**src/hdl/tgcs_pkg.sv**
```systemverilog
// Shared types, field widths, codes and helpers of the triple gene cover scorer.
`default_nettype none
package tgcs_pkg;

  localparam int GENE_W     = 10;
  localparam int WIDX_W     = 4;
  localparam int BITS_W     = 64;
  localparam int ALPHA_W    = 17;
  localparam int NN_W       = 11;
  localparam int SCORE_W    = 27;
  localparam int CNT_W      = 11;
  localparam int PROD_W     = ALPHA_W + CNT_W;
  localparam int CFG_IDX_W  = 1;
  localparam int CFG_DATA_W = 17;

  localparam logic [ALPHA_W-1:0] ALPHA_RESET = 17'd6554;
  localparam logic [SCORE_W-1:0] SCORE_MAX   = {SCORE_W{1'b1}};

  typedef enum logic [1:0] {
    FUNC_LOAD_TUMOR  = 2'd0,
    FUNC_LOAD_NORMAL = 2'd1,
    FUNC_SCORE       = 2'd2,
    FUNC_COVER       = 2'd3
  } func_t;

  localparam logic KIND_BEST  = 1'b0;
  localparam logic KIND_COVER = 1'b1;

  localparam logic [CFG_IDX_W-1:0] CFG_ALPHA        = 1'b0;
  localparam logic [CFG_IDX_W-1:0] CFG_NORMAL_COUNT = 1'b1;

  // Tag that travels with one row read, aligned with the memory latency.
  typedef struct packed {
    logic              valid;
    logic [1:0]        sel;
    logic [WIDX_W-1:0] word;
    logic              in_range;
  } rd_tag_t;

  typedef struct packed {
    logic              start;
    logic              is_cover;
    logic              load_tumor;
    logic [WIDX_W-1:0] load_word;
    rd_tag_t           rd;
  } acc_ctl_t;

  typedef struct packed {
    logic             busy;
    logic             all_covered;
    logic [CNT_W-1:0] tp;
    logic [CNT_W-1:0] fp;
  } acc_stat_t;

  typedef struct packed {
    logic mul_en;
    logic score_en;
    logic clear;
  } best_ctl_t;

  typedef struct packed {
    logic               valid;
    logic [SCORE_W-1:0] score;
    logic [GENE_W-1:0]  gene_a;
    logic [GENE_W-1:0]  gene_b;
    logic [GENE_W-1:0]  gene_c;
  } best_t;

  // Population count as eight byte counts followed by their sum.
  function automatic logic [6:0] pop64(input logic [63:0] x);
    logic [3:0] byte_cnt [8];
    logic [6:0] sum;
    sum = '0;
    for (int i = 0; i < 8; i++) begin
      byte_cnt[i] = '0;
      for (int j = 0; j < 8; j++) begin
        byte_cnt[i] = byte_cnt[i] + 4'(x[8*i+j]);
      end
    end
    for (int i = 0; i < 8; i++) begin
      sum = sum + 7'(byte_cnt[i]);
    end
    return sum;
  endfunction

endpackage
`default_nettype wire

```
**src/hdl/tgcs_best.sv**
```systemverilog
// Score arithmetic and the best-of-round registers.
`default_nettype none
module tgcs_best (
  input  wire logic                            clk,
  input  wire logic                            rst_n,
  input  wire tgcs_pkg::best_ctl_t             ctl,
  input  wire logic [tgcs_pkg::ALPHA_W-1:0]    alpha,
  input  wire logic [tgcs_pkg::NN_W-1:0]       normal_count,
  input  wire logic [tgcs_pkg::CNT_W-1:0]      tp,
  input  wire logic [tgcs_pkg::CNT_W-1:0]      fp,
  input  wire logic [tgcs_pkg::GENE_W-1:0]     gene_a,
  input  wire logic [tgcs_pkg::GENE_W-1:0]     gene_b,
  input  wire logic [tgcs_pkg::GENE_W-1:0]     gene_c,
  output tgcs_pkg::best_t                      best
);
  import tgcs_pkg::*;

  localparam int SUM_W = PROD_W + 2;

  logic [PROD_W-1:0]  prod_r;
  best_t              best_r;
  logic [SUM_W-1:0]   sum;
  logic [SCORE_W-1:0] score;

  always_ff @(posedge clk) begin
    if (ctl.mul_en) begin
      prod_r <= PROD_W'(alpha) * PROD_W'(tp);
    end
  end

  // alpha*TP + (Nn - FP) * 2^16, clamped to the score range.
  assign sum = SUM_W'(prod_r) + SUM_W'({normal_count, 16'd0}) - SUM_W'({fp, 16'd0});

  always_comb begin
    if (sum[SUM_W-1]) begin
      score = '0;
    end else if (|sum[SUM_W-2:SCORE_W]) begin
      score = SCORE_MAX;
    end else begin
      score = sum[SCORE_W-1:0];
    end
  end

  always_ff @(posedge clk) begin
    if (!rst_n) begin
      best_r <= '0;
    end else if (ctl.clear) begin
      best_r <= '0;
    end else if (ctl.score_en && (!best_r.valid || score >= best_r.score)) begin
      best_r.valid  <= 1'b1;
      best_r.score  <= score;
      best_r.gene_a <= gene_a;
      best_r.gene_b <= gene_b;
      best_r.gene_c <= gene_c;
    end
  end

  assign best = best_r;
endmodule
`default_nettype wire

```
**config.mk**
```make
export PLATFORM = sky130hd
export DESIGN_NAME = tgcs_best
export DESIGN_NICKNAME = d
export VERILOG_FILES = /design/src/hdl/tgcs_pkg.sv /design/src/hdl/tgcs_best.sv
export SDC_FILE = /design/constraint.sdc
export NUM_CORES = 1
export LEC_CHECK = 0
export BUFFER_PORTS_ARGS = -buffer_cell sky130_fd_sc_hd__buf_4
export CAP_MARGIN = 20
export CORE_MARGIN = 4
export CORE_UTILIZATION = 61
export DETAILED_ROUTE_END_ITERATION = 7
export PLACE_DENSITY = 0.83
export SLEW_MARGIN = 20
export SYNTH_ARGS = -nofsm -noshare
export SYNTH_HDL_FRONTEND = slang
export SYNTH_SLANG_ARGS = --single-unit
```
**constraint.sdc**
```tcl
create_clock -name clk -period 7 [get_ports clk]
set_input_delay 0.7 -clock clk [delete_from_list [all_inputs] [get_ports clk]]
set_output_delay 0.7 -clock clk [all_outputs]
set_load 0.02 [all_outputs]
```
==> out/results.txt, run 1 <==
Layout Nets: 1805
setup ws final: 1087 ps
post-synth top area share: 24.58%
Slew @ Worst Pin: 571.3 ps
r2r setup slk: 1490 ps
fmax: 169.1 MHz
max-slew violation count: 0
Mapped Cells: 1350
Root Buffer: clkbuf_16
hold crit path type: reg -> reg
Ys Warns: 0
vias in the first global route: 9949
critical path endpoint: prod_r[27]$_DFFE_PP_
clock power share: 7.6%
switching power: 3.225 mW
DRC: 0
Post-CTS Resized: 0
Reg-to-Reg End: best[33]$_SDFFE_PP0P_
ys async rst share: 0%
Post-Syn Area: 0.01181 sq mm
Unique masters post-synth: 73
top-level port count: 143
Required @ worst endpoint: 7090 ps
critical path capture point type: register
Sequential Power Share: 13.1%
Pwr Density: 479.6 mW/mm^2
Sw Share: 50.57%
Die ar.: 0.02165 sq mm
Via density: 5.591
R2R depth: 23
Hold Vio Cnt, Final: 0
Critical Path Start Type: primary input
global route total overflow: 0
Post-DP HPWL: 22330 microns
Area contributors post-synth: fa_1 (25%), ha_1 (13%), dfxtp_1 (9.8%)
Cell Int Power: 3.152 mW
Via Count: 9605
die width: 147.1 microns
initial drt markers: 598
Syn Area/Cell: 8.746 sq um
CP arrival: 6000 ps
H-tree levels: 3
Tmin final: 5913 ps
Synthesized Nets: 1702
ant diodes: 0
Leak Pwr: 6.453 nW
# hold bufs at CTS: 0
Worst Skew: 9.423 ps
Post-Place Setup Slack: 778.5 ps
largest net degree at the start of global routing: 36
Total Neg Setup Slack: 0 ps
GR Util All Layers: 25.75%
Final Cycle Share: 84.47%
GPL Wtd Cong: 0.9084
maximum clock path buffer count: 2
post-CTS setup buffer count: 0
antenna viol nets, final: 0
RR Startpoint: prod_r[18]$_DFFE_PP_
Clock Sink Count: 86
DR pass1 iterations: 5
most common cell after layout, fill and taps aside: inv_1
Combinational Power Share: 79.3%
unrepaired setup endpoints after global routing: no
starting density of the core: 62.50%
die height: 147.1 microns
wire per inst: 15.93 microns
status: completed
port bufs: 142
TritonCTS clock tree: yes
post-synthesis sequential area ratio: 16.95%
first-pass GRT wire length: 46950 microns
Crit. Startpoint: tp[10]
initial antenna violation count: 0
post-synthesis register bit count: 86
max_cap viols: 0
critical path type: in -> reg
# rows: 50
Peak VDD IR: 325.3 uV
Area Growth Syn to Fin: 12.63%
final WL: 27370 microns
Clock Latency Late Sink: 350 ps
CP Max Fanout: 17
final setup vio count: 0
Primary FF master, synth: dfxtp_1
core area: 0.01889 sq mm
slew margin rel.: 61.91%
number of flops mapped to enable cells by yosys: 28
layout cells sized above 1: 13.72%
area leader, netlist: fa_1
commonest non-fill, non-tap cells in the layout: inv_1 (235), buf_4 (148), fa_1 (145), nand2_1 (137), ha_1 (122)
CTS clk-pin slew, worst paths: 70 ps
total CTS buffers: 9
## layout make-up
cell class | instances | area [sq um]
multi-input cells | 973 | 8672
fillers | 1550 | 5594
flip-flops and latches | 86 | 2002
repair buffers | 148 | 1111
inverters | 235 | 882.1
well taps | 260 | 325.3
clock buffers | 10 | 250.2
clock inverters | 6 | 56.30
## cell families (layout without fill, tap and decap cells)
logic type                 Yosys count  count (layout)  share of synthesized area, %
DFF                                 86              86                         16.95
AOI/OAI and AO/OA                  215             215                         13.71
xor gates and xnor gates            32              32                         2.374
and+or+nand+nor                    427             427                         17.08
muxes                               32              32                         2.723
adders and majority gates          267             267                         37.51
buffers and inverters              291             399                         9.643
## flip-flops by register name (all words and copies together) (netlist names)
name,cells
best,58
prod_r,28
## per-stage QoR
stage | area, sq um | total power [mW] | instances | util, % | hold slack [ps]
final | 13300 | 6.378 | 1718 | 70.39 | 489.8
after CTS | 13300 | 6.358 | 1718 | 70.39 | 492.1
after floorplan | 11810 | 4.773 | 1350 | - | 533.2
after global placement | 12990 | 5.719 | 1702 | 68.77 | 473.8
after detailed placement | 12990 | 5.828 | 1702 | 68.77 | 482.9
after global routing | 13300 | 7.051 | 1718 | 70.39 | 505.9
## power by group through the flow
stage / sequential, mW / clock [mW] / combinational [mW]
finish: 0.837 / 0.485 / 5.06
global route: 0.852 / 0.513 / 5.69
CTS: 0.838 / 0.490 / 5.03
detailed placement: 0.848 / 0 / 4.98
global placement: 0.844 / 0 / 4.88
floorplan: 0.877 / 0 / 3.90
## how the worst min path moves through the flow
stage	endpoint	slack, ps	start	depth (start not counted)
finish	best[39]$_SDFFE_PP0P_	490	best[39]$_SDFFE_PP0P_	1
global route	best[47]$_SDFFE_PP0P_	510	best[47]$_SDFFE_PP0P_	1
CTS	best[38]$_SDFFE_PP0P_	490	best[38]$_SDFFE_PP0P_	1
detailed placement	best[46]$_SDFFE_PP0P_	480	best[46]$_SDFFE_PP0P_	1
global placement	best[47]$_SDFFE_PP0P_	470	best[47]$_SDFFE_PP0P_	1
floorplan	best[30]$_SDFFE_PP0P_	530	prod_r[0]$_DFFE_PP_	2
## cell usage after synthesis, types with 5 or more instances
cell	instances
nor3_1	16
nor2b_1	8
o21a_1	6
o2bb2ai_1	11
o31ai_1	7
a211oi_1	9
xor2_1	12
a211o_1	5
and2_1	83
or2_2	5
inv_1	235
edfxtp_1	28
nand4_1	9
nand3_1	13
ha_1	122
nand2b_1	10
fa_1	145
o21ai_0	37
xnor2_1	20
a21o_1	12
a21oi_1	55
a31oi_1	7
nor2_1	118
mux2i_1	31
and3_1	7
o2bb2ai_2	13
buf_2	9
dfxtp_1	58
clkbuf_1	40
or3_1	7
nand2_1	138
o211ai_1	6
## critical path: stages
cell      delay [ps]
buf_4            200
nand2_1          110
fa_1             540
inv_1             50
fa_1             540
inv_1             60
fa_1             510
fa_1             520
fa_1             540
inv_1             40
ha_1             360
nand3_1          190
nor4_1           310
o211ai_1         190
a21oi_1          270
o21ai_0          180
a21oi_1          250
nor4_1            80
a311o_1          350
## routing by layer
layer / track usage (%) / part of all wire, % / up-vias
met5: 0 / 0 / -
met4: 6.710 / 1.6 / 0
met3: 3.085 / 5.2 / 44
met2: 46.01 / 51 / 297
met1: 33.31 / 42 / 4660
li1: - / - / 4604
Power figures use the tool's default switching activity.
==> run 2, diff against run 1 <==
Settings changed: CORE_UTILIZATION 61 to 55, PLACE_DENSITY 0.83 to 0.79.
Clock period 7 ns to 4.9 ns, I/O delays scaled along.
==> run 2 against run 1 <==
Effect of this change: the run now ends with setup timing left; cell area up 26%; die area up 10%; core utilization grew 8.8 points; setup slack worse by 1600 ps; global-route usage is 2.6 points higher; worst hold slack worse by 110 ps; first-iteration DRC count increased by 24%; critical path depth rose by 6; clock skew grew 1.4 ps; cell count increased by 15%; sequential share of layout area fell by 3.1 points; routed wire length rose by 43%; critical path type is now reg -> reg.
==> out/results.txt, run 2 (synthesis results as in run 1) <==
CP arrival: 5590 ps
initial drt markers: 743
die height: 154.5 microns
ant diodes: 0
setup ws final: -473.4 ps
Area Growth Syn to Fin: 41.50%
Post-DP HPWL: 24570 microns
GR Util All Layers: 28.31%
Total Neg Setup Slack: -21320 ps
slew margin rel.: 49.71%
unrepaired setup endpoints after global routing: yes
hold path endpoint: best[21]$_SDFFE_PP0P_
Clock Sink Count: 86
CP Max Fanout: 8
Die ar.: 0.02388 sq mm
Storage cell area: 0.002002 sq mm
# rows: 53
max-slew violation count: 0
starting density of the core: 55.99%
top-level port count: 143
Reg-to-Reg End: best[5]$_SDFFE_PP0P_
CTS clk-pin slew, worst paths: 80 ps
final setup vio count: 69
Required @ worst endpoint: 5120 ps
r2r setup slk: -470 ps
WHS Path Cells: 3
layout cells sized above 1: 36.62%
vias in the first global route: 11530
largest net degree at the start of global routing: 36
Clock Latency Late Sink: 350 ps
area of the multi-input gates: 0.009651 sq mm
initial antenna violation count: 0
hold path startpoint: gene_a[1]
core area: 0.02109 sq mm
R2R depth: 25
RR Startpoint: prod_r[20]$_DFFE_PP_
total CTS buffers: 9
Via Count: 11380
critical path capture point type: register
DR pass1 iterations: 7
port bufs: 142
TritonCTS clock tree: yes
max_cap viols: 0
failing checks: setup timing
Final Cycle Share: 109.7%
status: finished, violations left
Filler cells: 1221
H-tree levels: 3
fmax: 186.1 MHz
hold crit path type: in -> reg
maximum clock path buffer count: 2
critical path type: reg -> reg
final WL: 39040 microns
Worst Skew: 10.80 ps
# hold bufs at CTS: 0
wire per inst: 19.73 microns
most common cell after layout, fill and taps aside: buf_4
Slew @ Worst Pin: 744.5 ps
antenna viol nets, final: 0
Hold Vio Cnt, Final: 0
GPL Wtd Cong: 0.9182
commonest non-fill, non-tap cells in the layout: buf_4 (328), inv_1 (213), fa_1 (131), nand2_1 (117), nor2_1 (109)
Root Buffer: clkbuf_16
Layout Nets: 2051
global route total overflow: 0
Tmin final: 5373 ps
first-pass GRT wire length: 55920 microns
DRC: 0
die width: 154.5 microns
Largest register FFs: 58
Via density: 5.750
Critical Path Start Type: register
-- run 2: what timing repair did --
action | 4_1_cts | 5_1_grt
pin swaps | 104 | 120
cloned | 9 | 2
resized for setup | 155 | 129
buffers inserted | 41 | 16
endpoints found under the setup margin | 68 | 71
-- run 2: layout make-up --
type | count | share of cell area [%]
clock buffers | 9 | 1.348
clock inverters | 7 | 0.4418
inverters | 235 | 5.280
multi-input cells | 973 | 57.76
flip-flops and latches | 86 | 11.98
well taps | 275 | 2.059
repair buffers | 394 | 21.13
-- run 2: worst max path at each step --
stage	start	end	slack, ps	cells past startpoint
3_3_place_gp	tp[8]	prod_r[26]$_DFFE_PP_	-620	17
6_report	prod_r[20]$_DFFE_PP_	best[5]$_SDFFE_PP0P_	-470	25
5_1_grt	prod_r[25]$_DFFE_PP_	best[5]$_SDFFE_PP0P_	-710	25
3_5_place_dp	tp[10]	prod_r[27]$_DFFE_PP_	-730	18
4_1_cts	tp[5]	prod_r[27]$_DFFE_PP_	-180	18
2_1_floorplan	tp[4]	prod_r[26]$_DFFE_PP_	-430	18
-- run 2: critical path: stages (launching register included) --
cell,delay (ps)
edfxtp_1,390
inv_1,80
fa_1,410
inv_1,70
ha_2,300
a21oi_1,220
o21ai_0,190
a21oi_1,270
a21oi_2,130
a2111oi_4,330
a31oi_4,130
buf_6,200
a21oi_2,200
nor2_1,100
ha_1,330
a21oi_1,250
nand2_1,160
a21oi_1,180
o21ai_1,100
o2111ai_2,240
nand2_2,110
buf_4,160
buf_12,140
buf_12,150
mux2i_2,260
nor2_1,120
-- run 2: through the flow --
stage	worst slack (ps)	utilization, %	instance area (sq um)	cells	hold slack [ps]
floorplan	-433.6	-	12140	1350	533.2
finish	-473.4	79.23	16710	1979	379.2
global route	-711.2	79.23	16710	1979	389.2
global placement	-617.9	69.37	14630	1902	471.6
CTS	-180.6	76.29	16090	1967	379.3
detailed placement	-732.2	69.37	14630	1902	476.8
-- run 2: routing by layer --
| metal | wire length [microns] | GRT usage, % | share of wire (%) | vias to the layer above |
|---|---|---|---|---|
| met5 | 0 | 0 | 0 | - |
| met2 | 20400 | 52.29 | 52 | 575 |
| li1 | - | - | - | 5108 |
| met3 | 2345 | 3.581 | 6.0 | 176 |
| met4 | 1928 | 10.39 | 4.9 | 0 |
| met1 | 14370 | 33.61 | 37 | 5520 |
Power of run 2 is not shown: default switching activity piles up to over one toggle a cycle in this logic, so the estimate is an artifact.
